<file path="config.mk">
export PLATFORM = sky130hd
export DESIGN_NAME = key_press_short_long_classifier_top
export DESIGN_NICKNAME = d
export VERILOG_FILES = /design/src/hw/rtl/kpc_pkg.sv /design/src/hw/rtl/key_press_short_long_classifier_top.sv /design/src/hw/rtl/kpc_fsm.sv
export SDC_FILE = /design/constraint.sdc
export NUM_CORES = 1
export LEC_CHECK = 0
export ABC_CLOCK_PERIOD_IN_PS = 4900
export BUFFER_PORTS_ARGS = -buffer_cell sky130_fd_sc_hd__buf_2
export CORE_MARGIN = 8
export CORE_UTILIZATION = 60
export DETAILED_ROUTE_END_ITERATION = 7
export PLACE_DENSITY = 0.84
export SLEW_MARGIN = 30
export SYNTH_ARGS = -nofsm -noshare
export SYNTH_HDL_FRONTEND = slang
export SYNTH_SLANG_ARGS = --single-unit
export TNS_END_PERCENT = 20
</file>
<file path="constraint.sdc">
create_clock -name clk_i -period 4.9 [get_ports clk_i]
set_clock_uncertainty 0.2 [all_clocks]
set_input_delay 0.245 -clock clk_i [delete_from_list [all_inputs] [get_ports clk_i]]
set_output_delay 0.245 -clock clk_i [all_outputs]
set_load 0.02 [all_outputs]
</file>
<file path="src/hw/rtl/kpc_pkg.sv">
// ----------------------------------------------------------------------------
// kpc_pkg
// Shared types, codes and helpers for the key press short/long classifier.
// ----------------------------------------------------------------------------
package kpc_pkg;

  localparam int unsigned KeyW   = 3;
  localparam int unsigned PinW   = 4;
  localparam int unsigned TimerW = 8;
  localparam int unsigned CfgW   = 8;
  localparam int unsigned PhaseW = 2;

  localparam logic [PhaseW-1:0] PhaseIdle     = 2'd0;
  localparam logic [PhaseW-1:0] PhaseDebounce = 2'd1;
  localparam logic [PhaseW-1:0] PhaseConfirm  = 2'd2;
  localparam logic [PhaseW-1:0] PhaseHold     = 2'd3;

  localparam logic [KeyW-1:0] KeyNone = 3'd0;
  localparam logic [KeyW-1:0] KeyInc  = 3'd1;
  localparam logic [KeyW-1:0] KeyDec  = 3'd2;
  localparam logic [KeyW-1:0] KeyOk   = 3'd3;
  localparam logic [KeyW-1:0] KeyMenu = 3'd4;

  localparam logic PressShort = 1'b0;
  localparam logic PressLong  = 1'b1;

  localparam logic CfgDebounce  = 1'b0;
  localparam logic CfgLongPress = 1'b1;

  localparam logic [TimerW-1:0] TimerMax = '1;

  typedef struct packed {
    logic            valid;
    logic            kind;
    logic [KeyW-1:0] key;
  } kpc_res_t;

  // Active-low pins, menu highest priority.
  function automatic logic [KeyW-1:0] encode_key(input logic [PinW-1:0] pins);
    logic [KeyW-1:0] k;
    k = KeyNone;
    priority if (!pins[3]) k = KeyMenu;
    else if (!pins[2])     k = KeyOk;
    else if (!pins[1])     k = KeyDec;
    else if (!pins[0])     k = KeyInc;
    else                   k = KeyNone;
    return k;
  endfunction

endpackage

</file>
<file path="src/hw/rtl/key_press_short_long_classifier_top.sv">
// ----------------------------------------------------------------------------
// key_press_short_long_classifier_top
// Classifies short and long presses of four active-low buttons from scans.
//
//   channel  dir  payload
//   s_axis   in   tdata[3:0] pin_levels, tdata[4] tick
//   m_axis   out  tdata[2:0] key_id, tuser press_kind
//   cfg      in   idx 0 debounce_ticks, idx 1 long_press_ticks
//
// One scan per cycle while the output is not stalled. A scan is held in the
// input register, is evaluated by the state machine and its result, if any,
// lands in the output register. The input side keeps accepting while the
// output register holds a result, as long as the result is taken in the same
// cycle. Reset clears the state and loads the default timings.
// ----------------------------------------------------------------------------
module key_press_short_long_classifier_top import kpc_pkg::*; (
  input  logic            clk_i,
  input  logic            rst_ni,
  input  logic            s_axis_tvalid_i,
  output logic            s_axis_tready_o,
  input  logic [7:0]      s_axis_tdata_i,   // [3:0] pin_levels, [4] tick
  output logic            m_axis_tvalid_o,
  input  logic            m_axis_tready_i,
  output logic [7:0]      m_axis_tdata_o,   // [2:0] key_id
  output logic            m_axis_tuser_o,   // [0] press_kind
  input  logic            cfg_we_i,
  input  logic            cfg_idx_i,
  input  logic [CfgW-1:0] cfg_wdata_i
);

  logic [CfgW-1:0] deb_q, lp_q;
  logic            in_vld_q;
  logic [PinW-1:0] pins_q;
  logic            tick_q;
  logic            out_vld_q;
  logic            kind_q;
  logic [KeyW-1:0] key_q;
  logic            step;
  kpc_res_t        res;

  assign step            = in_vld_q && (!out_vld_q || m_axis_tready_i);
  assign s_axis_tready_o = !in_vld_q || step;

  kpc_fsm u_fsm (
    .clk_i              (clk_i),
    .rst_ni             (rst_ni),
    .step_i             (step),
    .pins_i             (pins_q),
    .tick_i             (tick_q),
    .debounce_ticks_i   (deb_q),
    .long_press_ticks_i (lp_q),
    .res_o              (res)
  );

  always_ff @(posedge clk_i or negedge rst_ni) begin
    if (!rst_ni) begin
      deb_q <= CfgW'(1);
      lp_q  <= CfgW'(10);
    end else if (cfg_we_i) begin
      unique case (cfg_idx_i)
        CfgDebounce:  deb_q <= cfg_wdata_i;
        CfgLongPress: lp_q  <= cfg_wdata_i;
        default:      deb_q <= deb_q;
      endcase
    end
  end

  always_ff @(posedge clk_i or negedge rst_ni) begin
    if (!rst_ni) begin
      in_vld_q  <= 1'b0;
      out_vld_q <= 1'b0;
    end else begin
      if (s_axis_tready_o) in_vld_q <= s_axis_tvalid_i;
      if (step) out_vld_q <= res.valid;
      else if (m_axis_tready_i) out_vld_q <= 1'b0;
    end
  end

  always_ff @(posedge clk_i) begin
    if (s_axis_tready_o && s_axis_tvalid_i) begin
      pins_q <= s_axis_tdata_i[PinW-1:0];
      tick_q <= s_axis_tdata_i[PinW];
    end
    if (step && res.valid) begin
      kind_q <= res.kind;
      key_q  <= res.key;
    end
  end

  assign m_axis_tvalid_o = out_vld_q;
  assign m_axis_tdata_o  = {5'b0, key_q};
  assign m_axis_tuser_o  = kind_q;

endmodule

</file>
<file path="src/hw/rtl/kpc_fsm.sv">
// ----------------------------------------------------------------------------
// kpc_fsm
// Debounce and hold-timing state machine; one scan evaluated per step.
// ----------------------------------------------------------------------------
module kpc_fsm import kpc_pkg::*; (
  input  logic              clk_i,
  input  logic              rst_ni,
  input  logic              step_i,
  input  logic [PinW-1:0]   pins_i,
  input  logic              tick_i,
  input  logic [CfgW-1:0]   debounce_ticks_i,
  input  logic [CfgW-1:0]   long_press_ticks_i,
  output kpc_res_t          res_o
);

  logic [PhaseW-1:0] phase_q, phase_d;
  logic [KeyW-1:0]   held_key_q, held_key_d;
  logic [KeyW-1:0]   pend_key_q, pend_key_d;
  logic [TimerW-1:0] timer_q, timer_d;
  logic [TimerW-1:0] timer_inc;
  logic [KeyW-1:0]   key;

  always_comb begin
    key       = encode_key(pins_i);
    timer_inc = (tick_i && timer_q != TimerMax) ? timer_q + TimerW'(1) : timer_q;
    phase_d    = phase_q;
    held_key_d = held_key_q;
    pend_key_d = pend_key_q;
    timer_d    = timer_inc;
    res_o      = '{valid: 1'b0, kind: PressShort, key: KeyNone};
    unique case (phase_q)
      PhaseIdle: begin
        if (key != KeyNone) begin
          held_key_d = key;
          timer_d    = '0;
          phase_d    = PhaseDebounce;
        end
      end
      PhaseDebounce: begin
        if (timer_inc >= debounce_ticks_i) phase_d = PhaseConfirm;
      end
      PhaseConfirm: begin
        if (key == held_key_q) begin
          timer_d    = '0;
          pend_key_d = key;
          phase_d    = PhaseHold;
        end else begin
          phase_d = PhaseIdle;
        end
      end
      PhaseHold: begin
        if (key == held_key_q) begin
          if (timer_inc >= long_press_ticks_i) begin
            res_o   = '{valid: 1'b1, kind: PressLong, key: key};
            phase_d = PhaseIdle;
          end
        end else begin
          res_o      = '{valid: 1'b1, kind: PressShort, key: pend_key_q};
          pend_key_d = KeyNone;
          phase_d    = PhaseIdle;
        end
      end
      default: phase_d = PhaseIdle;
    endcase
  end

  always_ff @(posedge clk_i or negedge rst_ni) begin
    if (!rst_ni) begin
      phase_q    <= PhaseIdle;
      held_key_q <= KeyNone;
      pend_key_q <= KeyNone;
      timer_q    <= '0;
    end else if (step_i) begin
      phase_q    <= phase_d;
      held_key_q <= held_key_d;
      pend_key_q <= pend_key_d;
      timer_q    <= timer_d;
    end
  end

endmodule
</file>
==> Word-level counts from Yosys, hierarchy flattened <==
Index checks and enable logic that the tools add are counted.
{ "word_totals": {"ff_bits": 43, "in_bits": 22, "output_inout_bits": 11} }
{ "op_classes": {"n_addsub": 1, "magnitude_cmp": 2, "n_eq_ne": 10, "muxes": 22, "bitwise": 1, "n_reduce_logical": 18} }
{ "ops": {"columns": ["op", "count"], "rows": [
  ["8-bit two-way mux", 3],
  ["8-bit >= comparator", 2],
  ["8-bit case mux with 2 select lines", 1],
  ["3-bit two-way mux", 5],
  ["5-bit two-way mux", 3],
  ["2-bit two-way mux", 5],
  ["8-bit by 1-bit adder with 8-bit output (second input constant)", 1],
  ["8-bit != test (second input constant)", 1],
  ["2-bit case mux with 4 select lines", 1],
  ["4-bit AND reduction", 2],
  ["2-bit by 1-bit != test with 1-bit output (second input constant)", 3],
  ["3-bit case mux with 2 select lines", 1],
  ["2-bit AND reduction", 3],
  ["2-bit == test (second input constant)", 2],
  ["1-bit logical AND", 4],
  ["2-bit nonzero test", 2],
  ["3-bit == test", 1],
  ["1-bit two-way mux", 3],
  ["3-bit != test (second input constant)", 1],
  ["3-bit AND reduction", 1],
  ["3-bit nonzero test", 1],
  ["2-bit by 1-bit == test with 1-bit output (second input constant)", 1],
  ["1-bit zero test", 2],
  ["2-bit zero test", 1],
  ["3 further kinds", 4]
]} }

==> Longest topological paths before layout <==
Gate-level depths: netlist of the first run.
{ "depth": {"ltp_word": 8, "depth_mapped": 12, "mapped_depth_nobuf": 12} }

==> Modules after synthesis <==
Synthesis of the first run repeated with hierarchy kept, for this count alone.
{ "unflattened": {"hier_cells": 242, "area_unflattened_um2": 2539.9} }
{ "modules_own_cells": {"columns": ["mod", "n_inst", "cells_per_inst", "area_each_um2", "seq_area_each_um2"], "rows": [
  ["kpc_fsm", 1, 182, 1486.4, 400.4],
  ["key_press_short_long_classifier_top", 1, 60, 1053.5, 724.4]
]} }

==> Least setup slack after synthesis of the first run <==
No wires, ideal clock.
{ "synth_timing": {"kind": "reg-to-reg", "startpoint": "register u_fsm.timer_q[5]", "endpoint": "register key_q[0] (enable)", "setup_time_ns": 0.361, "t_arrival_ns": 2.516, "required_ns": 4.339, "slack_ns": 1.823, "path_stages_with_launch": 12, "n_path_buf": 1, "synth_period_minus_slack_ns": 3.077, "path_cell_list": "dfrtp_1 buf_2 and3_1 a311oi_2 and3_1 xnor2_1 ha_1 and3_1 nand3_1 o21ai_2 nor2_1 nor3_1"} }
{ "synth_via": {"elab_chain_cells": 8, "word_cells_on_any_way": 9} }
{ "synth_lines": {"columns": ["element", "line_no", "source"], "rows": [
  ["start, declared", "kpc_fsm.sv:19", "logic [TimerW-1:0] timer_q, timer_d;"],
  ["start signal, assigned", "kpc_fsm.sv:77", "timer_q <= timer_d;"],
  ["parallel branches: the longest is 2 deep, another holds 8-bit by 1-bit adder with 8-bit output", null, null],
  ["8-bit two-way mux *", "kpc_fsm.sv:25", "timer_inc = (tick_i && timer_q != TimerMax) ? timer_q + TimerW'(1) : timer_q;"],
  ["8-bit >= comparator *", "kpc_fsm.sv:53", "if (timer_inc >= long_press_ticks_i) begin"],
  ["5-bit two-way mux *", "kpc_fsm.sv:53", null],
  ["5-bit two-way mux *", "kpc_fsm.sv:52", "if (key == held_key_q) begin"],
  ["5-bit two-way mux *", "kpc_fsm.sv:31", "unique case (phase_q)"],
  ["1-bit logical AND *", "key_press_short_long_classifier_top.sv:84", "if (step && res.valid) begin"],
  ["end signal, assigned", "key_press_short_long_classifier_top.sv:86", "key_q <= res.key;"],
  ["end, declared", "key_press_short_long_classifier_top.sv:37", "logic [KeyW-1:0] key_q;"]
]} }
Mark *: on every way between the ends.
A chain may end at the register's enable or synchronous reset.

==> Final worst setup path of the first run <==
{ "layout_timing": {"startpoint": "register u_fsm.timer_q[5]", "endpoint": "register key_q[1] (enable)"} }
The elaborated chain is that of the path after synthesis.

==> summary.md, run 1 <==
| Metric | Value |
|---|---|
| Status | `completed` |
| Most common cell in the netlist | `nand2_1` |
| Netlist cell types | `62` |
| Initial antenna violation count | `0` |
| Input/output buffers | `24` |
| Post-route minimum period | `about 3.5 ns` |
| Leading area contributor after synthesis | `dfrtp_1` |
| List of most frequent post-synthesis cells | `nand2_1, dfrtp_1, inv_1` |
| DRT Pass-1 Iters | `4` |
| Routability cong. | `between 0.8 and 0.9` |
| Area contributors post-synth | `dfrtp_1, edfxtp_1, ha_1` |
| Layout area overhead | `14.9%` |
| Peak Freq | `0.282 GHz` |
| WP data required | `around 4.6 ns` |
| Total gr overflow | `0` |
| Vias in the first global route | `2122` |
| Worst min path class | `primary input to flip-flop` |
| GRT met3 Usage | `under 10%` |
| Actual slew at the worst max-slew pin | `between 0.7 and 0.8 ns` |
| Initial Utilization | `60.7%` |
| Pin count of the biggest net entering global routing | `35` |
| Slew HR | `48.3%` |
| Core area | `4260 um2` |
| NetSw | `0.000475 W` |
| Max rail drop VDD | `between 0.2 and 0.3 mV` |
| Yosys warnings | `0` |
| Chip width | `between 80 and 90 um` |
| Global Route met2 Usage | `31.7%` |
| Yosys reg bits | `43` |
| GRT Util Overall | `about 18%` |
| WL/cell | `15.8 um` |
| Met1 global-route usage | `19.5%` |
| Rows | `24` |
| Critical path depth in cells | `10` |
| Hold Violations, Final | `0` |
| Max-Cap Viols | `0` |
| R2R depth | `10` |
| CP endpoint | `key_q[1]` |
| CP max stage cell | `nor3_1` |
| Cell Int Power | `0.000775 W` |
| Max H-tree Level | `2` |
| Via density | `a little under 6` |
| CTS tree | `yes` |
| Post-synth EDFFs | `9` |
| Nets | `339` |
| Fin. max-slew vios | `0` |
| Routed WL | `5.60 mm` |
| Setup repair after global routing missed its margin | `false` |
| Clock Latency Late Sink | `~0.3 ns` |
| Cell Area, Synth | `2590 um2` |
| Synth top area share | `30.0%` |
| CTS Root Cell | `clkbuf_8` |
| Seq pwr share | `42.6%` |
| # clock sinks | `43` |
| DR vias | `2078` |
| Pre-CTS WS | `about 1.4 ns` |
| Post-cts sizing count | `0` |
| Register area share after synthesis | `between 40 and 50%` |
| Setup TNS | `0 ns` |
| Critical Path Max Stage Delay | `0.55 ns` |
| Grt peak-use layer | `met2` |
| CP delay by family, top | `simple AND/OR/NAND/NOR gates` |
| R2R Path Start | `u_fsm.timer_q[5]` |
| Avg Inst Size Synth | `roughly 10 um2` |
| CP startpoint kind | `flip-flop` |
| Io pins | `33` |
| Crit path launch | `u_fsm.timer_q[5]` |
| Max Root-Sink Buffers | `2` |
| Detail Route Antenna Nets | `0` |
| DRT iter0 DRCs | `208` |
| Clock-pin transition on the worst setup and hold timing paths | `0.08 ns` |
| Switch share | `38.0%` |
| Worst Path Arrival | `3.29 ns` |
| Die ar. | `6670 um2` |
| Buf+Inv Stages, Crit Path | `0` |
| Fill cells | `319` |
| Setup Viol. Count Final | `0` |
| Share of cells above drive strength 1 | `18.6%` |
| R2r setup slk | `about 1.4 ns` |
| Fin crit share | `72.4%` |
| Mapped Cells | `around 260` |
| Top_reg_cell synth | `dfrtp_1` |
| Clock power frac | `between 20 and 25%` |
| Pwr Density | `420 nW/um2` |
| Leak Pwr | `between 1 and 1.5 nW` |
| Worst path cell trace | `and3_1 > a311oi_2 > and3_1 > xnor2_1 > ha_1 > and3_1 > nand3_1 > o21ai_2 > nor2_1 > nor3_1` |
| R2r endpoint | `key_q[1]` |
| Most common cell type on the critical path | `and3_1` |
| Worst-path maximum fanout | `10` |
| Diodes inserted | `0` |
| HPWL after DPL | `3.96 mm` |
| First-pass GRT wire length | `between 9 and 10 mm` |
| Number of buffers created by CTS | `5` |
| Die H | `81.7 um` |
| Share of total power in combinational logic | `37.2%` |
| Post-synth ARST share | `about four fifths` |
| CP Capture Type | `flip-flop` |
| Critical Setup Path Class | `flip-flop to flip-flop` |
| DR DRC count | `0` |
| Worst setup margin | `1.35 ns` |
## stage by stage
stage | total power, W | util, % | hold slack, ns | area, um2 | cells
global placement | 0.000961 | 63.8 | 0.164 | 2720 | 330
global route | 0.00133 | 69.8 | 0.126 | 2980 | 353
floorplan | 0.000881 | - | -0.251 | 2600 | 266
CTS | 0.00125 | 69.7 | 0.0790 | 2970 | 353
detailed placement | 0.000985 | 63.8 | 0.165 | 2720 | 330
finish | 0.00125 | 69.8 | 0.0939 | 2980 | 353
## tightest hold or removal path: stages
cell and delay, ns:
buf_2 0.09, nand3b_1 0.14, nand2b_1 0.07
## layout make-up
type,instances,area [um2],area share (%)
clock buffer,8,101,3.41
inverter,21,78.8,2.65
multi-input combinational,190,1340,44.9
sequential,43,1120,37.8
tap,52,65.1,2.19
timing repair buffer,39,270,9.08
## per-layer routing
layer | part of all wire [%] | wire (um)
met1 | 42 | 2320
met2 | 51 | 2880
met3 | 4.6 | 256
met4 | 2.4 | 135
met5 | 0 | 0
## sequential cells by signal (all words and copies together) (netlist names), 2 cells and up
signal            count
deb_q                 8
u_fsm.timer_q         8
u_fsm.phase_q         2
lp_q                  8
pins_q                4
u_fsm.pend_key_q      3
u_fsm.held_key_q      3
key_q                 3
## power by group through the flow
stage	logic, W	clock network (W)	registers, W
after global placement	0.000428	0	0.000532
after global routing	0.000518	0.000271	0.000545
after floorplan	0.000376	0	0.000505
after CTS	0.000461	0.000258	0.000530
final	0.000465	0.000253	0.000533
after detailed placement	0.000449	0	0.000536
## repair_timing
item                                   4_1_cts  5_1_grt
buffers inserted                             0        0
hold buffers                                15        0
endpoints found under the hold margin       52        0
## cell usage in the layout (no fill, tap or decap), drive strengths merged, types with 4 or more instances in the layout
| master | synthesis | routed |
|---|---|---|
| clkbuf | 5 | 8 |
| buf | 7 | 24 |
| and3 | 5 | 5 |
| nor2 | 8 | 8 |
| inv | 21 | 21 |
| a21o | 4 | 4 |
| nand2 | 34 | 34 |
| conb | 1 | 5 |
| ha | 17 | 17 |
| nand2b | 10 | 10 |
| a31oi | 6 | 6 |
| dfrtp | 31 | 31 |
| edfxtp | 9 | 9 |
| dlygate4sd3 | 0 | 15 |
| mux2 | 9 | 9 |
| o211ai | 4 | 4 |
| a21oi | 5 | 5 |
| o2bb2ai | 4 | 4 |
| nand3 | 12 | 12 |
| o21ai | 13 | 13 |
| and2 | 4 | 4 |
## worst min path at each step
stage | startpoint | to | slack (ns) | depth (start not counted)
6_report | m_axis_tready_i | in_vld_q | 0.09 | 3
5_1_grt | m_axis_tready_i | m_axis_tvalid_o | 0.13 | 3
4_1_cts | m_axis_tready_i | in_vld_q | 0.08 | 3
2_1_floorplan | rst_ni | deb_q[1] | -0.25 | 0
3_5_place_dp | rst_ni | deb_q[7] | 0.16 | 1
3_3_place_gp | rst_ni | deb_q[6] | 0.16 | 1
## kinds of logic (layout without fill, tap and decap cells)
family / after synthesis / in the layout / share of synthesized area, %
AO/OA/AOI/OAI: 66 / 66 / 19.9
AND/OR/NAND/NOR: 90 / 90 / 17.7
buffers and inverters: 33 / 68 / 5.65
adder cells (fa/ha/maj): 17 / 17 / 8.22
flip-flops: 43 / 43 / 43.5
multiplexers: 9 / 9 / 3.92
other: 1 / 5 / 0.145
XOR/XNOR: 3 / 3 / 1.02
(Power assumes the default switching activity.)
==> run 2: changes to the inputs <==
ABC_AREA = 1   (was unset)
ABC_CLOCK_PERIOD_IN_PS = 3300   (was 4900)
CORE_UTILIZATION = 58   (was 60)
PLACE_DENSITY = 0.82   (was 0.84)
clock period = 3.3 ns   (was 4.9 ns; I/O delays follow)
==> run 2 against run 1 <==
Synthesized cell count rose by 24%; combinational power rose by 35%; wire length fell by 10%; flip-flop and latch count did not move; power rose by 36%; largest cell class unchanged.
==> summary.md, run 2 <==
| Metric | Value |
|---|---|
| First-pass GRT wire length | `8.81 mm (was 9.34 mm)` |
| Yosys warnings | `0 (unchanged)` |
| Via density | `4.97 (was 5.89)` |
| Input/output buffers | `24 (unchanged)` |
| Avg Inst Size Synth | `7.84 um2 (was 9.88 um2)` |
| Setup Viol. Count Final | `0 (unchanged)` |
| WP data required | `3.06 ns (was 4.64 ns)` |
| Chip width | `82.2 um (was 81.7 um)` |
| Total power | `0.00170 W (was 0.00125 W)` |
| Number of buffers created by CTS | `5 (unchanged)` |
| Pre-CTS WS | `0.318 ns (was 1.37 ns)` |
| DR vias | `2101 (was 2078)` |
| Most frequent cells in the layout | `nand2_1, inv_1, dfrtp_1, o21ai_0, buf_2 (was nand2_1, dfrtp_1, buf_2, inv_1, ha_1)` |
| Hold_ws | `0.214 ns (was 0.0939 ns)` |
| Routed wl met3 | `248 um (was 256 um)` |
| Core area | `4290 um2 (was 4260 um2)` |
| Fin crit share | `89.9% (was 72.4%)` |
| Most common cell in the netlist | `nand2_1 (unchanged)` |
| CP startpoint kind | `flip-flop (unchanged)` |
| Peak Freq | `0.337 GHz (was 0.282 GHz)` |
| Setup repair after global routing missed its margin | `false (unchanged)` |
| DR DRC count | `0 (unchanged)` |
| Slew HR | `48.3% (about the same)` |
| Post-route minimum period | `2.97 ns (was 3.55 ns)` |
| CTS Root Cell | `clkbuf_8 (unchanged)` |
| Leak Pwr | `1.59 nW (was 1.35 nW)` |
| Routability cong. | `0.855 (was 0.868)` |
| Nets | `409 (was 339)` |
| Vias in the first global route | `2105 (was 2122)` |
| Clock-pin transition on the worst setup and hold timing paths | `0.08 ns (about the same)` |
| Area after DPL | `2700 um2 (was 2720 um2)` |
| List of most frequent post-synthesis cells | `nand2_1, inv_1, dfrtp_1 (was nand2_1, dfrtp_1, inv_1)` |
| Actual slew at the worst max-slew pin | `0.776 ns (was 0.775 ns)` |
| Pwr Density | `573 nW/um2 (was 420 nW/um2)` |
| Status | `completed (unchanged)` |
| Commonest non-fill, non-tap cell in the layout | `nand2_1 (unchanged)` |
| CTS tree | `yes (unchanged)` |
| Rows | `24 (unchanged)` |
| Setup TNS | `0 ns (unchanged)` |
| CP Capture Type | `flip-flop (unchanged)` |
| Fin. max-slew vios | `0 (unchanged)` |
| Worst-path maximum fanout | `9 (was 10)` |
| Worst setup margin | `0.332 ns (was 1.35 ns)` |
| Reg area | `1120 um2 (unchanged)` |
| Max Root-Sink Buffers | `2 (unchanged)` |
| Critical Setup Path Class | `flip-flop to flip-flop (unchanged)` |
| Critical Path Max Stage Delay | `0.42 ns (was 0.55 ns)` |
| Max H-tree Level | `2 (unchanged)` |
| Synth top area share | `30.5% (was 30.0%)` |
| Postcts setup bufs | `0 (unchanged)` |
| Die ar. | `6760 um2 (was 6670 um2)` |
| Diodes inserted | `0 (unchanged)` |
| Fill cells | `346 (was 319)` |
| GRT Util Overall | `16.5% (was 17.8%)` |
| Post-synth EDFFs | `9 (unchanged)` |
| M1 WL | `2.38 mm (was 2.32 mm)` |
| Worst path cell trace | `ha_1 > nand4_1 > nand2_2 > o21ai_0 > nand2_1 > ha_1 > nand2_1 > o21ai_0 > a21oi_2 > inv_1 > nor2_1 > nor2_1 (was and3_1 > a311oi_2 > and3_1 > xnor2_1 > ha_1 > and3_1 > nand3_1 > o21ai_2 > nor2_1 > nor3_1)` |
| Netlist cell types | `28 (was 62)` |
| Area contributors post-synth | `dfrtp_1, nand2_1, edfxtp_1 (was dfrtp_1, edfxtp_1, ha_1)` |
| Met2 WL | `2.36 mm (was 2.88 mm)` |
| Mapped Cells | `324 (was 262)` |
| DR top layer | `met4 (unchanged)` |
| HPWL after DPL | `3.79 mm (was 3.96 mm)` |
| Clock Latency Late Sink | `0.30 ns (about the same)` |
| DRT Pass-1 Iters | `4 (unchanged)` |
| Pin count of the biggest net entering global routing | `35 (unchanged)` |
| Io pins | `33 (unchanged)` |
| Initial Utilization | `59.2% (was 60.7%)` |
| Max-Cap Viols | `0 (unchanged)` |
| Multi-input logic area | `1130 um2 (was 1340 um2)` |
| Worst min path class | `primary input to flip-flop (unchanged)` |
| Layout area overhead | `16.6% (was 14.9%)` |
| Register area share after synthesis | `44.3% (was 43.5%)` |
| Yosys reg bits | `43 (unchanged)` |
| Total gr overflow | `0 (unchanged)` |
| WL/cell | `11.9 um (was 15.8 um)` |
| Die H | `82.2 um (was 81.7 um)` |
| Detail Route Antenna Nets | `0 (unchanged)` |
| Cell Area, Synth | `2540 um2 (was 2590 um2)` |
| Routed WL | `5.03 mm (was 5.60 mm)` |
| Largest regs | `deb_q: 8 flops, lp_q: 8 flops, u_fsm.timer_q: 8 flops (unchanged)` |
| Hold Violations, Final | `0 (unchanged)` |
| Max rail drop VDD | `0.402 mV (was 0.262 mV)` |
| Top_reg_cell synth | `dfrtp_1 (unchanged)` |
| Worst Path Arrival | `2.73 ns (was 3.29 ns)` |
| DRT iter0 DRCs | `94 (was 208)` |
| Post-synth ARST share | `79.1% (unchanged)` |
| Design area | `2960 um2 (was 2980 um2)` |
| Leading area contributor after synthesis | `dfrtp_1 (unchanged)` |
| Share of cells above drive strength 1 | `14.8% (was 18.6%)` |
| Initial antenna violation count | `0 (unchanged)` |
| CP max stage cell | `dfrtp_1 (was nor3_1)` |
| # clock sinks | `43 (unchanged)` |
-- run 2: cell types whose count changed after synthesis, sizes merged, moves of 5 or more --
| cell | delta |
|---|---|
| nand2 | +58 |
| inv | +44 |
| o21ai | +20 |
| nor2 | +17 |
| nand2b | -10 |
| mux2 | -9 |
| nand4 | +7 |
| a31oi | -6 |
| a21oi | +5 |
| and3 | -5 |
-- run 2: metal layers --
metal  track usage, %  vias up
met4             4.91        0
met3             4.44        5
li1                 -     1097
met1             20.4      959
met5                0        -
met2             27.6       40
-- run 2: critical path, delay by kind of cell (launching register included) --
family                   cells  cell delay, ns
flip-flops                   1            0.42
AO/OA/AOI/OAI                3            0.49
AND/OR/NAND/NOR              6            0.88
buffers and inverters        1            0.06
adder cells (fa/ha/maj)      2            0.57
-- run 2: worst paths after layout --
kind / from / to / slack, ns / cells after the start
worst max-delay path: u_fsm.timer_q[0] / m_axis_tuser_o / 0.33 / 12
worst min-delay path: cfg_we_i / deb_q[0] / 0.21 / 4
worst max register to register: u_fsm.timer_q[0] / m_axis_tuser_o / 0.33 / 12
worst min register to register: lp_q[6] / lp_q[6] / 0.29 / 2
min in group asynchronous: rst_ni / deb_q[4] / 0.30 / 2
max in group asynchronous: rst_ni / in_vld_q / 2.11 / 2
-- run 2: per-stage QoR --
step / utilization (%) / cells
finish: 69.0 / 423
floorplan: - / 328
global route: 69.0 / 423
CTS: 68.9 / 423
detailed placement: 62.9 / 398
global placement: 62.9 / 398
-- run 2: power breakdown --
part	leakage (nW)	switching (W)	internal [W]
clock network	0.0402	0.000188	0.000147
logic	1.03	0.000391	0.000237
registers	0.513	0.0000825	0.000653
total	1.59	0.000662	0.00104
-- run 2: cells by family after synthesis --
family | Yosys count | share of synthesized area [%]
other cells | 1 | 0.148
flops | 43 | 44.3
fa+ha+maj | 17 | 8.37
simple gates | 140 | 24.2
compound gates | 46 | 9.85
xor+xnor | 4 | 1.38
buf+inv | 73 | 11.8
-- run 2: final cells by class --
class | count | area share [%]
Clock inverter | 3 | 0.676
Clock buffer | 5 | 2.32
Sequential cell | 43 | 38.0
Multi-Input combinational cell | 212 | 38.3
Inverter | 65 | 8.23
Tap cell | 52 | 2.20
Timing Repair Buffer | 43 | 10.3
-- run 2: repair_timing --
action,in CTS,in global routing
resized for setup,0,1
setup endpoints to repair,0,4
hold endpoints to repair,54,0
hold buffers,17,0
==> run 3: changes to the inputs <==
CORE_ASPECT_RATIO = 0.75   (was unset)
GPL_TIMING_DRIVEN = 0   (was unset)
==> run 3 against run 2 <==
Power grew 0.93%; die area increased by 0.33%; global-route usage rose by 2.5 points; cell area rose by 1.5%; flip-flop and latch count stayed put; wire length up 14%; worst hold slack lost 0.11 ns; via count up 5.2%; clock power is 2% lower; cell count increased by 2.6%; highest routed layer unchanged.
==> summary.md, run 3 (synthesis gave the netlist of run 2 again) <==
| Metric | Value |
|---|---|
| Rows | `21 (was 24)` |
| Worst min path class | `primary input to flip-flop (unchanged)` |
| R2r setup slk | `0.24 ns (was 0.33 ns)` |
| Setup repair after global routing missed its margin | `false (unchanged)` |
| Worst path cell trace | `ha_1 > nand4_1 > nand2_2 > nor2_1 > nand3_1 > nand2_1 > ha_1 > a21oi_1 > o21ai_0 > a21oi_2 > inv_1 > nor2_1 > nor2_1 (was ha_1 > nand4_1 > nand2_2 > o21ai_0 > nand2_1 > ha_1 > nand2_1 > o21ai_0 > a21oi_2 > inv_1 > nor2_1 > nor2_1)` |
| Cells on Worst Hold Path | `4 (unchanged)` |
| CP delay by family, top | `simple AND/OR/NAND/NOR gates (unchanged)` |
| Critical path depth in cells | `13 (was 12)` |
| Fin cells | `434 (was 423)` |
| Total gr overflow | `0 (unchanged)` |
| GRT Util Overall | `19.0% (was 16.5%)` |
| WP data required | `3.15 ns (was 3.06 ns)` |
| Vias in the first global route | `2266 (was 2105)` |
| Die H | `73.3 um (was 82.2 um)` |
| DRT iter0 DRCs | `159 (was 94)` |
| Crit path launch | `u_fsm.timer_q[0] (unchanged)` |
| CP Capture Type | `flip-flop (unchanged)` |
| CP max stage cell | `dfrtp_1 (unchanged)` |
| WL/cell | `13.2 um (was 11.9 um)` |
| Placed cells | `409 (was 398)` |
| Largest regs | `deb_q: 8 flops, lp_q: 8 flops, u_fsm.timer_q: 8 flops (unchanged)` |
| Core area | `4340 um2 (was 4290 um2)` |
| Chip width | `92.4 um (was 82.2 um)` |
| Multi-input logic area | `1130 um2 (unchanged)` |
| R2R Path Start | `u_fsm.timer_q[0] (unchanged)` |
| # clock sinks | `43 (unchanged)` |
| DR DRC count | `0 (unchanged)` |
| Layout area overhead | `18.3% (was 16.6%)` |
| Fin. max-slew vios | `0 (unchanged)` |
| Leak Pwr | `1.61 nW (was 1.59 nW)` |
| Max-Cap Viols | `0 (unchanged)` |
| Worst-path maximum fanout | `9 (unchanged)` |
| Design area | `3010 um2 (was 2960 um2)` |
| Most frequent cells in the layout | `nand2_1, inv_1, dfrtp_1, o21ai_0, buf_2 (unchanged)` |
| Clock Latency Late Sink | `0.30 ns (about the same)` |
| CTS tree | `yes (unchanged)` |
| Postcts setup bufs | `0 (unchanged)` |
| Critical Setup Path Class | `flip-flop to flip-flop (unchanged)` |
| Actual slew at the worst max-slew pin | `0.749 ns (was 0.776 ns)` |
| Die ar. | `6780 um2 (was 6760 um2)` |
| Cell Int Power | `0.00103 W (was 0.00104 W)` |
| R2r endpoint | `m_axis_tuser_o (unchanged)` |
| R2R depth | `13 (was 12)` |
| Initial Utilization | `58.6% (was 59.2%)` |
| Setup TNS | `0 ns (unchanged)` |
| CTS Root Cell | `clkbuf_8 (unchanged)` |
| Detail Route Antenna Nets | `0 (unchanged)` |
| Clock-pin transition on the worst setup and hold timing paths | `0.08 ns (about the same)` |
| Seq pwr share | `43.1% (was 43.3%)` |
| Max H-tree Level | `2 (unchanged)` |
| DR vias | `2210 (was 2101)` |
| First-pass GRT wire length | `10.3 mm (was 8.81 mm)` |
| Via density | `5.09 (was 4.97)` |
| Io pins | `33 (unchanged)` |
| Reg area | `1120 um2 (unchanged)` |
| Input/output buffers | `24 (unchanged)` |
| Clock power frac | `19.2% (was 19.8%)` |
| Post-route minimum period | `3.06 ns (was 2.97 ns)` |
| Commonest non-fill, non-tap cell in the layout | `nand2_1 (unchanged)` |
| Setup Viol. Count Final | `0 (unchanged)` |
| Max Root-Sink Buffers | `2 (unchanged)` |
| HPWL after DPL | `3.96 mm (was 3.79 mm)` |
| Fill cells | `325 (was 346)` |
| NetSw | `0.000680 W (was 0.000662 W)` |
| Share of total power in combinational logic | `37.7% (was 37.0%)` |
| Buf+Inv Stages, Crit Path | `1 (unchanged)` |
| Hold_ws | `0.105 ns (was 0.214 ns)` |
| Routability cong. | `0.897 (was 0.855)` |
| Diodes inserted | `0 (unchanged)` |
| Slew HR | `50.1% (was 48.3%)` |
| Total power | `0.00171 W (was 0.00170 W)` |
| Share of cells above drive strength 1 | `15.4% (was 14.8%)` |
| Area after DPL | `2750 um2 (was 2700 um2)` |
| Worst Path Arrival | `2.91 ns (was 2.73 ns)` |
| Switch share | `39.7% (was 38.9%)` |
| Routed WL | `5.75 mm (was 5.03 mm)` |
| Status | `completed (unchanged)` |
| CP endpoint | `m_axis_tuser_o (unchanged)` |
| Pwr Density | `570 nW/um2 (was 573 nW/um2)` |
| Hold Violations, Final | `0 (unchanged)` |
| CP startpoint kind | `flip-flop (unchanged)` |
| Fin crit share | `92.8% (was 89.9%)` |
| Critical Path Max Stage Delay | `0.42 ns (about the same)` |
| Number of buffers created by CTS | `5 (unchanged)` |
| Max rail drop VDD | `0.411 mV (was 0.402 mV)` |
| Nets | `415 (was 409)` |
| Pin count of the biggest net entering global routing | `35 (unchanged)` |
| Most common cell type on the critical path | `nor2_1` |
| DRT Pass-1 Iters | `4 (unchanged)` |
| Peak Freq | `0.326 GHz (was 0.337 GHz)` |
| Initial antenna violation count | `0 (unchanged)` |
[run 3: per-layer routing]
layer	track usage, %	share of wire [%]
met4	7.47	1.3
met5	0	0
met1	23.5	45
met2	31.0	48
met3	5.10	5.5
[run 3: how the worst min path moves through the flow]
stage                     startpoint  endpoint  slack (ns)
final                       cfg_we_i  deb_q[2]        0.10
after global routing        cfg_we_i  deb_q[1]        0.16
after CTS                   cfg_we_i  deb_q[0]        0.08
after detailed placement      rst_ni   lp_q[2]        0.09
after global placement        rst_ni  deb_q[3]        0.08
after floorplan               rst_ni  deb_q[1]       -0.33
[run 3: stage by stage]
step,utilization (%),worst slack [ns]
after detailed placement,63.4,0.189
after global routing,69.4,0.00959
after floorplan,-,0.631
after CTS,69.3,0.164
after global placement,63.4,0.309
final,69.4,0.236
[run 3: tightest hold or removal path, cell delays in order]
cell	delay, ns
buf_2	0.09
nand2_1	0.15
nand2_1	0.09
o21ai_0	0.07
[run 3: repair_timing]
item	in CTS	in global routing
resized for setup	0	2
endpoints found under the hold margin	54	0
hold buffers	17	0
endpoints found under the setup margin	0	6
[run 3: power groups by stage]
stage	registers [W]	clock network [W]	logic, W
after CTS	0.000734	0.000332	0.000634
after detailed placement	0.000744	0	0.000613
after floorplan	0.000731	0	0.000470
final	0.000739	0.000329	0.000646
after global placement	0.000739	0	0.000582
after global routing	0.000755	0.000356	0.000750
[run 3: area by class of cell]
cell class,count,area share (%)
well taps,57,2.37
flip-flops and latches,43,37.4
clock inverters,2,0.416
inverters,65,8.11
repair buffers,41,9.65
clock buffers,6,2.41
multi-input cells,212,37.7
plain buffers,8,1.87
